`src/rtl/core/tli_pkg.sv`:
```
// Shared constants, codes and controller/datapath handshake types for the tape interpreter.
package tli_pkg;

   localparam int PROG_DEPTH = 1024;
   localparam int DATA_DEPTH = 256;

   localparam int PA_W       = $clog2(PROG_DEPTH);
   localparam int DA_W       = $clog2(DATA_DEPTH);
   localparam int PC_W       = PA_W + 1;
   localparam int CMD_W      = 3;
   localparam int ADDR_W     = 10;
   localparam int BYTE_W     = 8;
   localparam int LEN_W      = 11;
   localparam int SIZE_W     = 9;
   localparam int SH_W       = SIZE_W + 1;
   localparam int IO_W       = 2;
   localparam int ERR_W      = 3;
   localparam int CSR_IDX_W  = 1;
   localparam int CSR_DATA_W = 11;
   localparam int WIDE_W     = 18;

   localparam logic [SIZE_W-1:0] SIZE_RESET = SIZE_W'(256);

   localparam logic [CSR_IDX_W-1:0] CSR_PROGRAM_LENGTH = 1'b0;
   localparam logic [CSR_IDX_W-1:0] CSR_DATA_SIZE      = 1'b1;

   typedef enum logic [CMD_W-1:0] {
      CMD_LOAD_PROG = 3'd0,
      CMD_LOAD_DATA = 3'd1,
      CMD_STEP      = 3'd2,
      CMD_CHECK     = 3'd3,
      CMD_REWIND    = 3'd4
   } tli_cmd_type;

   localparam logic [IO_W-1:0] IO_PASS     = 2'd0;
   localparam logic [IO_W-1:0] IO_WAIT_IN  = 2'd1;
   localparam logic [IO_W-1:0] IO_WAIT_OUT = 2'd2;

   localparam logic [ERR_W-1:0] ERR_PASS       = 3'd0;
   localparam logic [ERR_W-1:0] ERR_ZERO_SIZE  = 3'd1;
   localparam logic [ERR_W-1:0] ERR_OVERFLOW   = 3'd2;
   localparam logic [ERR_W-1:0] ERR_UNDERFLOW  = 3'd3;
   localparam logic [ERR_W-1:0] ERR_UNBALANCED = 3'd4;

   localparam logic [BYTE_W-1:0] OP_RIGHT = 8'h3E;
   localparam logic [BYTE_W-1:0] OP_LEFT  = 8'h3C;
   localparam logic [BYTE_W-1:0] OP_INC   = 8'h2B;
   localparam logic [BYTE_W-1:0] OP_DEC   = 8'h2D;
   localparam logic [BYTE_W-1:0] OP_OPEN  = 8'h5B;
   localparam logic [BYTE_W-1:0] OP_CLOSE = 8'h5D;
   localparam logic [BYTE_W-1:0] OP_IN    = 8'h2C;
   localparam logic [BYTE_W-1:0] OP_OUT   = 8'h2E;

   typedef struct packed {
      logic accept;
      logic prog_wr;
      logic data_wr;
      logic rewind;
      logic err_size;
      logic chk_start;
      logic fetch;
      logic exec;
      logic scan_rd;
      logic scan_ev;
      logic chk_ev;
      logic cell_rd;
      logic rsp_load;
   } tli_ctl_type;

   typedef struct packed {
      tli_cmd_type cmd;
      logic        at_end;
      logic        size_zero;
      logic        scan_begin;
      logic        scan_done;
      logic        chk_done;
   } tli_sts_type;

endpackage

```
`src/rtl/core/tli_controller.sv`:
```
// Controller: sequences each request through fetch, execute, scan, check and response.
module tli_controller (
   input  logic                 clock,
   input  logic                 reset,
   input  logic                 req_valid,
   output logic                 req_ready,
   output logic                 rsp_valid,
   input  logic                 rsp_ready,
   input  tli_pkg::tli_sts_type sts,
   output tli_pkg::tli_ctl_type ctl
);
   import tli_pkg::*;

   typedef enum logic [8:0] {
      S_IDLE    = 9'b000000001,
      S_FETCH   = 9'b000000010,
      S_EXEC    = 9'b000000100,
      S_SCAN_RD = 9'b000001000,
      S_SCAN_EV = 9'b000010000,
      S_CHK_RD  = 9'b000100000,
      S_CHK_EV  = 9'b001000000,
      S_CELL_RD = 9'b010000000,
      S_RESP    = 9'b100000000
   } tli_state_type;

   tli_state_type state_ff, state_in;
   logic          rsp_valid_ff, rsp_valid_in;
   logic          accept;

   assign req_ready = (state_ff == S_IDLE);
   assign accept    = req_valid && req_ready;
   assign rsp_valid = rsp_valid_ff;

   always_comb begin
      ctl      = '0;
      state_in = state_ff;
      unique case (state_ff)
         S_IDLE: begin
            if (accept) begin
               ctl.accept = 1'b1;
               state_in   = S_CELL_RD;
               unique case (sts.cmd)
                  CMD_LOAD_PROG: ctl.prog_wr = 1'b1;
                  CMD_LOAD_DATA: ctl.data_wr = 1'b1;
                  CMD_REWIND:    ctl.rewind  = 1'b1;
                  CMD_STEP: begin
                     if (!sts.at_end) begin
                        state_in = S_FETCH;
                     end
                  end
                  CMD_CHECK: begin
                     if (sts.size_zero) begin
                        ctl.err_size = 1'b1;
                     end else begin
                        ctl.chk_start = 1'b1;
                        state_in      = S_CHK_RD;
                     end
                  end
                  default: ;
               endcase
            end
         end
         S_FETCH: begin
            ctl.fetch = 1'b1;
            state_in  = S_EXEC;
         end
         S_EXEC: begin
            ctl.exec = 1'b1;
            state_in = sts.scan_begin ? S_SCAN_RD : S_CELL_RD;
         end
         S_SCAN_RD: begin
            ctl.scan_rd = 1'b1;
            state_in    = S_SCAN_EV;
         end
         S_SCAN_EV: begin
            ctl.scan_ev = 1'b1;
            state_in    = sts.scan_done ? S_CELL_RD : S_SCAN_RD;
         end
         S_CHK_RD: begin
            ctl.scan_rd = 1'b1;
            state_in    = S_CHK_EV;
         end
         S_CHK_EV: begin
            ctl.chk_ev = 1'b1;
            state_in   = sts.chk_done ? S_CELL_RD : S_CHK_RD;
         end
         S_CELL_RD: begin
            ctl.cell_rd = 1'b1;
            state_in    = S_RESP;
         end
         S_RESP: begin
            // hold until the output register is free
            if (!rsp_valid_ff || rsp_ready) begin
               ctl.rsp_load = 1'b1;
               state_in     = S_IDLE;
            end
         end
         default: state_in = S_IDLE;
      endcase
   end

   always_comb begin
      rsp_valid_in = rsp_valid_ff;
      if (ctl.rsp_load) begin
         rsp_valid_in = 1'b1;
      end else if (rsp_ready) begin
         rsp_valid_in = 1'b0;
      end
   end

   always_ff @(posedge clock) begin
      if (reset) begin
         state_ff     <= S_IDLE;
         rsp_valid_ff <= 1'b0;
      end else begin
         state_ff     <= state_in;
         rsp_valid_ff <= rsp_valid_in;
      end
   end

endmodule

```
`config.mk`:
```
export PLATFORM = sky130hd
export DESIGN_NAME = tli_controller
export DESIGN_NICKNAME = d
export VERILOG_FILES = /design/src/rtl/core/tli_pkg.sv /design/src/rtl/core/tli_controller.sv
export SDC_FILE = /design/constraint.sdc
export NUM_CORES = 1
export LEC_CHECK = 0
export BUFFER_PORTS_ARGS = -buffer_cell sky130_fd_sc_hd__buf_2
export CAP_MARGIN = 0
export CORE_MARGIN = 2
export CORE_UTILIZATION = 30
export CTS_BUF_LIST = sky130_fd_sc_hd__clkbuf_4 sky130_fd_sc_hd__clkbuf_8
export CTS_CLUSTER_DIAMETER = 120
export DETAILED_ROUTE_END_ITERATION = 8
export GPL_ROUTABILITY_DRIVEN = 0
export PLACE_DENSITY_LB_ADDON = 0.2
export SLEW_MARGIN = 20
export SYNTH_ARGS = -nofsm -noshare
export SYNTH_HDL_FRONTEND = slang
export SYNTH_SLANG_ARGS = --single-unit
```
`constraint.sdc`:
```
create_clock -name clock -period 2.55 [get_ports clock]
set_input_delay 0.1275 -clock clock [delete_from_list [all_inputs] [get_ports clock]]
set_output_delay 0.1275 -clock clock [all_outputs]
set_load 0.01 [all_outputs]
```
==> results of run 1 <==
-- layout by cell type, fill, tap and decap left out, drive strengths merged, types with 3 or more instances in the layout --
cell | netlist | final
and3 | 3 | 3
and4 | 4 | 4
buf | 3 | 27
clkbuf | 2 | 4
dfxtp | 10 | 10
inv | 3 | 3
nand2 | 6 | 6
nand2b | 3 | 3
nand3 | 3 | 3
nor2 | 9 | 9
nor2b | 3 | 3
nor3 | 4 | 4
nor3b | 3 | 3
nor4 | 3 | 3
nor4b | 4 | 4
-- cells by family (layout without fill, tap and decap cells) --
logic type | Yosys count | count (layout)
xor gates and xnor gates | 3 | 3
buffers and inverters | 8 | 34
DFF | 10 | 10
AOI/OAI and AO/OA | 13 | 13
and+or+nand+nor | 52 | 52
-- critical path, cell delays in order (launching register included) --
cell     delay [ns]
dfxtp_1        0.37
nor3_2         0.47
and4_1         0.40
nand2_2        0.12
nor4b_2        0.24
buf_2          0.16
-- sequential cells by signal, summed over array words and instances (netlist names) --
name       count
rsp_valid      1
state_ff       9
-- cell type report --
class	count	share of cell area
repair buffers	27	0.153
well taps	30	0.0416
inverters	3	0.0125
flip-flops and latches	10	0.222
multi-input cells	68	0.531
clock buffers	4	0.0402
-- how the worst min path moves through the flow --
stage                      start     endpoint  slack, ns  depth (start not counted)
after detailed placement  sts[4]  state_ff[1]       0.32                          2
final                     sts[4]  state_ff[1]       0.04                          2
after CTS                 sts[4]  state_ff[1]       0.04                          2
after global placement    sts[4]  state_ff[1]       0.31                          2
after floorplan            reset    rsp_valid       0.20                          1
after global routing      sts[4]  state_ff[1]       0.04                          2
-- through the flow --
step / instance area, um^2 / setup slack, ns / power [mW] / hold slack, ns
floorplan: 742 / 0.902 / 0.334 / 0.197
global placement: 866 / 0.753 / 0.372 / 0.311
detailed placement: 866 / 0.708 / 0.376 / 0.318
CTS: 902 / 0.416 / 0.519 / 0.0383
global route: 902 / 0.243 / 0.554 / 0.0378
finish: 902 / 0.403 / 0.514 / 0.0430
-- routing by layer --
metal | wire length (um) | vias up | share of wire
li1 | - | 375 | -
met1 | 878 | 343 | 0.47
met2 | 849 | 27 | 0.45
met3 | 141 | 0 | 0.075
met4 | 0 | 0 | 0
met5 | 0 | - | 0
-- power by group through the flow --
| stage | clock, mW | combinational, mW | sequential (mW) |
|---|---|---|---|
| 2_1_floorplan | 0 | 0.150 | 0.184 |
| 3_3_place_gp | 0 | 0.185 | 0.187 |
| 3_5_place_dp | 0 | 0.188 | 0.187 |
| 4_1_cts | 0.147 | 0.188 | 0.184 |
| 5_1_grt | 0.160 | 0.206 | 0.187 |
| 6_report | 0.141 | 0.188 | 0.185 |
==> results.tsv, run 1 <==
stage	metric	value	unit
setup_path	reg2reg_setup_slack	0.84	ns
setup_path	crit_type	register to output pin	
timing	fin_crit_sh	0.842	
synthesis	synth_nets	98	
clocking	clockBufferDepth	2	
clocking	cts_buffers	3	
drt	num_vias	745	
clocking	insertion_delay	0.26	ns
timing	rsz0062_at_grt	no	
drt	drt-total-wl	1870	um
clocking	hold_buffers	0	
timing	slew_headroom	0.666	
timing	timing.setup.tns	0	ns
timing	clock.fmax	466	MHz
global_routing	grt_use_total	0.142	
setup_path	critPathRequiredTime	2.42	ns
power	swShare	0.357	
cells_and_area	antenna_cells	0	
drt	avgViaCountPerCell	5.25	
timing	min_period	2.15	ns
power	max-vdd-ir-drop	0.000371	V
global_routing	globalRouteOverflowTotal	0	
clocking	htreeDepth	1	
setup_path	worst-r2r-cell-count	4	
synthesis	ys_ff_latch	10	
synthesis	synth_edf_count	0	
cells_and_area	fillers	255	
cells_and_area	area_growth_syn_to_layout	21.6	%
synthesis	async_flop_share	0	
synthesis	yosysWarnings	0	
drt	drc	0	
timing	finClkSkew	0.00103	ns
synthesis	muxShareOfSynthArea	0	
synthesis	synth_ff_type	dfxtp_1	
timing	drv_slew	0	
power	power.density	570	nW/um^2
setup_path	cp_max_fo	9	
synthesis	synth_compound_area_frac	0.126	
cells_and_area	layout.nets	125	
die	row_count	18	
timing	hold_violations	0	
global_routing	antenna_found_initial	0	
synthesis	avgSynthCellArea	8.63	um^2
place	dp_cells	138	
cells_and_area	multi_input_area	479	um^2
synthesis	synth_top_area_cell	dfxtp_1	
synthesis	synth_area	742	um^2
global_routing	grtUsageMet1	0.178	
global_routing	met3_usage	0.0306	
power	combPwrFrac	0.366	
cells_and_area	area.sequential	200	um^2
synthesis	synth_top_family_by_area	simple AND/OR/NAND/NOR gates	
global_routing	grt_pass1_vias	685	
power	power.internal	0.331	mW
synthesis	synth-xor-area-share	0.0354	
setup_path	worstReg2RegStart	state_ff[6]	
clocking	root_buffer	clkbuf_4	
setup_path	critPathArrivalTime	2.02	ns
synthesis	synthCells	86	
run_status	status	complete, no violations	
drt	detail_route.wl_per_cell	13.2	um
synthesis	synth.top_cell.area_share	0.270	
setup_path	end_kind	output pin	
drt	drt_pre_antenna_iters	4	
timing	setup_viol	0	
die	dieArea	2890	um^2
power	clkPwrFrac	0.275	
global_routing	grt_max_degree	10	
synthesis	synthTopCellsByCount	dfxtp_1 (10), nor2_1 (9), nand2_1 (5)	
flow_run	drv_cap	0	
cells_and_area	drive_above_1_share	0.366	
place	port_buffers	26	
die	fp.dieH	53.7	um
clocking	path_clk_slew	0.07	ns
place	dpl.hpwl	1510	um
clocking	cts_tree	built	
setup_path	crit_end	ctl[10]	
setup_path	critPathLaunch	state_ff[6]	
setup_path	crit_path_start_kind	register	
power	leakage	0.400	nW
global_routing	top_usage_layer	met2	
synthesis	ys_seq_area_frac	0.270	
die	core_area	2410	um^2
power	sequentialPowerShare	0.359	
drt	initialDrtViolationCount	16	
clocking	cts_resized	0	
synthesis	synthAdderAreaFrac	0	
drt	drtAntennaViolNets	0	
die	die_w	53.7	um
timing	tightestPinTransition	0.498	ns
die	pin_count	27	
cells_and_area	post-route-util	0.374	
clocking	clock-sinks	10	
setup_path	reg2reg_to	state_ff[5]	
min_path	hold_class	input pin to register	
synthesis	post_synth_and_or_nand_nor_area_fraction	0.484	
synthesis	ys_types	40	
power	switchingPower	0.184	mW
synthesis	synthTopCellsByArea	dfxtp_1 (27%), nor2_1 (4.6%), nor4b_2 (4.0%)	
clocking	postCtsSetupRepairBufs	0	
synthesis	yosysMostFrequentCell	dfxtp_1	
global_routing	grt_pass1_wl	2920	um
die	start_util	0.308	
global_routing	met2_usage	0.230	
cells_and_area	instances_no_fill	142	
Power figures use the tool's default switching activity.
==> inputs of run 2 (changes only) <==
Settings changed: ABC_AREA from default to 1.
Clock period 2.55 ns to 1.78 ns, I/O delays scaled along.
==> results.tsv, run 2 <==
stage	metric	value	unit
run_status	status	complete, no violations	
die	fp.dieH	54.0	um
global_routing	antenna_found_initial	0	
synthesis	synth_nets	137	
power	leakage	0.570	nW
timing	hold_violations	0	
setup_path	slowest_delay	0.33	ns
timing	fin_crit_sh	0.920	
die	die_w	54.0	um
cells_and_area	multi_input_area	452	um^2
setup_path	critPathLaunch	state_ff[4]	
drt	initialDrtViolationCount	9	
place	dp_cells	180	
synthesis	synth.top_cell.area_share	0.267	
drt	detail_route.wl_per_cell	10.1	um
setup_path	crit_path_start_kind	register	
cells_and_area	instances_no_fill	186	
synthesis	async_flop_share	0	
cells_and_area	top_register	state_ff	
cells_and_area	area_growth_syn_to_layout	30.5	%
cells_and_area	final_cell_mix	buf_2 (26), inv_1 (24), nand2_1 (24)	
cells_and_area	largest_reg_flops	9	
clocking	path_clk_slew	0.07	ns
die	pin_count	27	
cells_and_area	antenna_cells	0	
timing	slew_headroom	0.789	
setup_path	critPathRequiredTime	1.69	ns
cells_and_area	fillers	293	
synthesis	ys_types	21	
timing	timing.setup.tns	0	ns
power	combPwrFrac	0.566	
drt	avgViaCountPerCell	4.51	
die	core_area	2430	um^2
global_routing	globalRouteOverflowTotal	0	
clocking	clock-sinks	10	
power	power.density	1190	nW/um^2
die	start_util	0.309	
timing	clock.fmax	611	MHz
global_routing	grt_pass1_wl	3190	um
place	dpl.hpwl	1560	um
setup_path	cp_max_fo	5	
synthesis	synth_area	751	um^2
synthesis	synthCells	125	
setup_path	worstReg2RegStart	state_ff[4]	
clocking	cts_tree	built	
clocking	hold_buffers	0	
die	row_count	18	
clocking	insertion_delay	0.27	ns
global_routing	grt_max_degree	8	
drt	drtAntennaViolNets	0	
die	dieArea	2920	um^2
power	switchingPower	0.540	mW
clocking	root_buffer	clkbuf_4	
clocking	cts_buffers	3	
min_path	hold_start	sts[2]	
power	sequentialPowerShare	0.256	
clocking	clockBufferDepth	2	
synthesis	synth_edf_count	0	
setup_path	end_kind	output pin	
cells_and_area	drive_above_1_share	0.340	
setup_path	slowest_stage	dfxtp_1	
timing	setup_viol	0	
timing	tightestPinTransition	0.315	ns
setup_path	critPathArrivalTime	1.55	ns
synthesis	avgSynthCellArea	6.01	um^2
global_routing	grt_use_total	0.151	
flow_run	drv_cap	0	
drt	num_vias	839	
setup_path	critical_path.cell_chain	nor2_2, nand2_2, nor2_4, nand2_4, nor2_4, inv_2, nor3_1, buf_2	
synthesis	synth_ff_type	dfxtp_1	
min_path	hold_class	input pin to register	
drt	drt-total-wl	1870	um
cells_and_area	layout.nets	169	
place	port_buffers	26	
timing	rsz0062_at_grt	no	
timing	drv_slew	0	
synthesis	ys_ff_latch	10	
power	swShare	0.462	
synthesis	ys_seq_area_frac	0.267	
global_routing	grt_pass1_vias	822	
timing	finClkSkew	0.00767	ns
setup_path	cpMostUsedCell	nor2_4	
synthesis	synthTopCellsByArea	dfxtp_1 (27%), inv_1 (12%), nand2_1 (12%)	
clocking	htreeDepth	1	
drt	drc	0	
drt	drt_pre_antenna_iters	3	
synthesis	synthTopCellsByCount	inv_1 (24), nand2_1 (24), nor2_1 (24)	
cells_and_area	area.sequential	201	um^2
power	max-vdd-ir-drop	0.000492	V
synthesis	synth_top_area_cell	dfxtp_1	
cells_and_area	mostFrequentLayoutCell	buf_2	
synthesis	yosysWarnings	0	
power	finalPower	1.17	mW
power	clkPwrFrac	0.178	
setup_path	crit_type	register to output pin	
timing	min_period	1.64	ns
power	power.internal	0.630	mW
[run 2: cell type report]
class                      count  area share
multi-input combinational     86       0.461
sequential                    10       0.206
timing repair buffer          28       0.148
inverter                      28       0.110
tap                           30      0.0383
clock buffer                   4      0.0370
[run 2: final timing paths]
check	to	slack, ns	cells past startpoint
worst max-delay path	ctl[9]	0.14	8
worst min-delay path	state_ff[3]	0.08	3
worst max register to register	state_ff[0]	0.35	11
worst min register to register	rsp_valid	0.59	4
[run 2: cells by family (layout without fill, tap and decap cells)]
logic type | after synthesis | count (layout) | share of synthesized area
buffers and inverters | 29 | 60 | 0.153
and+or+nand+nor | 83 | 83 | 0.560
DFF | 10 | 10 | 0.267
AOI/OAI and AO/OA | 3 | 3 | 0.0200
[run 2: critical path: cells and delay by family, from the launching register on]
family	cells	cell delay [ns]
AND/OR/NAND/NOR	6	0.71
buffers and inverters	2	0.23
flip-flops	1	0.33
[run 2: per-layer routing]
metal / vias up / wire (um) / GRT usage
li1: 439 / - / -
met3: 5 / 120 / 0.0278
met2: 26 / 899 / 0.278
met1: 369 / 817 / 0.173
met5: - / 0 / 0
met4: 0 / 35 / 0.0500
[run 2: power groups by stage]
stage                     clock network (mW)  registers [mW]  logic [mW]
final                                  0.208           0.300       0.662
after global routing                   0.224           0.304       0.749
after CTS                              0.210           0.298       0.605
after detailed placement                   0           0.303       0.603
after global placement                     0           0.303       0.599
after floorplan                            0           0.293       0.475
[run 2: stage by stage]
| step | util | cell area (um^2) | setup slack, ns | hold slack (ns) |
|---|---|---|---|---|
| floorplan | - | 751 | 0.440 | 0.158 |
| global placement | 0.374 | 911 | 0.429 | 0.362 |
| detailed placement | 0.374 | 911 | 0.404 | 0.358 |
| CTS | 0.389 | 947 | 0.103 | 0.0819 |
| global route | 0.403 | 980 | 0.00724 | 0.101 |
| finish | 0.403 | 980 | 0.142 | 0.0836 |
[run 2: what timing repair did]
| action | 4_1_cts | 5_1_grt |
|---|---|---|
| endpoints found under the setup margin | 0 | 3 |
| buffers inserted | 0 | 2 |
| gates resized for setup | 0 | 4 |
==> inputs of run 3 (changes only) <==
--- a/constraint.sdc
+++ b/constraint.sdc
@@ -3,2 +3,2 @@
 set_output_delay 0.089 -clock clock [all_outputs]
-set_load 0.01 [all_outputs]
+set_load 0.005 [all_outputs]
==> results.tsv, run 3 (synthesis gave the netlist of run 2 again) <==
stage	metric	value	unit
drt	initialDrtViolationCount	12	
die	dieArea	2920	um^2
cells_and_area	largest_reg_flops	9	
global_routing	antenna_found_initial	0	
drt	drc	0	
timing	timing.setup.tns	0	ns
die	start_util	0.309	
drt	drtAntennaViolNets	0	
power	sequentialPowerShare	0.269	
power	leakage	0.562	nW
min_path	hold_start	sts[2]	
timing	rsz0062_at_grt	no	
setup_path	critPathArrivalTime	1.55	ns
place	placed_cell_area	911	um^2
clocking	insertion_delay	0.27	ns
power	swShare	0.456	
flow_run	drv_cap	0	
clocking	htreeDepth	1	
timing	clock.fmax	612	MHz
setup_path	reg2reg_setup_slack	0.35	ns
drt	drt-total-wl	1800	um
clocking	cts_tree	built	
clocking	path_clk_slew	0.07	ns
setup_path	cp_max_fo	5	
power	switchingPower	0.504	mW
cells_and_area	layout.nets	168	
min_path	hold_path_depth	3	
global_routing	grt_pass1_wl	2970	um
cells_and_area	mostFrequentLayoutCell	buf_2	
power	power.density	1160	nW/um^2
drt	num_vias	820	
min_path	min_to	state_ff[3]	
cells_and_area	final_cell_mix	buf_2 (26), inv_1 (24), nor2_1 (24), nand2_1 (24)	
setup_path	crit_path_start_kind	register	
setup_path	worstReg2RegStart	state_ff[6]	
timing	hold_violations	0	
timing	fin_crit_sh	0.919	
die	core_area	2430	um^2
timing	finClkSkew	0.00474	ns
cells_and_area	antenna_cells	0	
drt	avgViaCountPerCell	4.43	
cells_and_area	top_register	state_ff	
die	die_w	54.0	um
setup_path	reg2reg_to	state_ff[6]	
setup_path	critPathRequiredTime	1.69	ns
drt	detail_route.wl_per_cell	9.70	um
timing	slew_headroom	0.789	
die	row_count	18	
cells_and_area	final_area	955	um^2
die	pin_count	27	
power	max-vdd-ir-drop	0.000575	V
clocking	hold_buffers	0	
global_routing	grt_use_total	0.137	
global_routing	globalRouteOverflowTotal	0	
timing	drv_slew	0	
timing	tightestPinTransition	0.314	ns
clocking	cts_buffers	3	
global_routing	grt_pass1_vias	736	
clocking	root_buffer	clkbuf_4	
place	port_buffers	26	
timing	setup_viol	0	
drt	drt_pre_antenna_iters	4	
timing	min_period	1.64	ns
die	fp.dieH	54.0	um
power	clkPwrFrac	0.195	
run_status	status	complete, no violations	
global_routing	grt_max_degree	8	
place	dpl.hpwl	1560	um
clocking	cts_resized	0	
cells_and_area	area_growth_syn_to_layout	27.2	%
setup_path	end_kind	output pin	
power	combPwrFrac	0.536	
clocking	clock-sinks	10	
clocking	clockBufferDepth	2	
min_path	hold_class	input pin to register	
setup_path	crit_type	register to output pin	
power	power.internal	0.600	mW
setup_path	worst-r2r-cell-count	9	
cells_and_area	drive_above_1_share	0.323	
clocking	postCtsSetupRepairBufs	0	
## run 3: worst max path at each step
stage                start       to  slack (ns)  cells past startpoint
2_1_floorplan  state_ff[6]  ctl[11]        0.59                      7
3_3_place_gp   state_ff[6]  ctl[10]        0.41                      8
3_5_place_dp   state_ff[6]  ctl[10]        0.42                      8
4_1_cts        state_ff[6]  ctl[10]        0.11                      8
5_1_grt        state_ff[6]  ctl[10]        0.02                      8
6_report       state_ff[6]  ctl[10]        0.14                      8
## run 3: cell type report
| class | count | area (um^2) |
|---|---|---|
| fill | 284 | 1480 |
| multi-input combinational | 86 | 435 |
| sequential | 10 | 200 |
| timing repair buffer | 27 | 138 |
| inverter | 28 | 108 |
| tap | 30 | 37.5 |
| clock buffer | 4 | 36.3 |
## run 3: critical path, stage by stage (launching register included)
cell	delay, ns
dfxtp_1	0.34
nor2_2	0.15
nand2_2	0.12
nor2_4	0.12
nand2_4	0.08
nor2_2	0.12
inv_2	0.07
nor4_2	0.12
buf_2	0.15
## run 3: metal layers
| metal | global-route usage | vias to the layer above | part of all wire |
|---|---|---|---|
| met5 | 0 | - | 0 |
| met4 | 0.0375 | 0 | 0.010 |
| met2 | 0.242 | 30 | 0.47 |
| met1 | 0.174 | 350 | 0.45 |
| met3 | 0.0167 | 3 | 0.071 |
| li1 | - | 437 | - |
## run 3: power by group through the flow
stage | Sequential, mW | Clock, mW | Combinational [mW]
6_report | 0.297 | 0.215 | 0.592
5_1_grt | 0.303 | 0.224 | 0.674
4_1_cts | 0.296 | 0.214 | 0.584
3_5_place_dp | 0.301 | 0 | 0.580
3_3_place_gp | 0.303 | 0 | 0.583
2_1_floorplan | 0.292 | 0 | 0.456
## run 3: per-stage QoR
| step | utilization | hold slack, ns | instances | setup WS (ns) | power, mW |
|---|---|---|---|---|---|
| after floorplan | - | 0.158 | 125 | 0.589 | 0.748 |
| after detailed placement | 0.374 | 0.360 | 180 | 0.420 | 0.882 |
| final | 0.392 | 0.0759 | 185 | 0.145 | 1.10 |
| after global routing | 0.392 | 0.0969 | 185 | 0.0206 | 1.20 |
| after global placement | 0.374 | 0.360 | 180 | 0.411 | 0.885 |
| after CTS | 0.389 | 0.0782 | 184 | 0.111 | 1.09 |
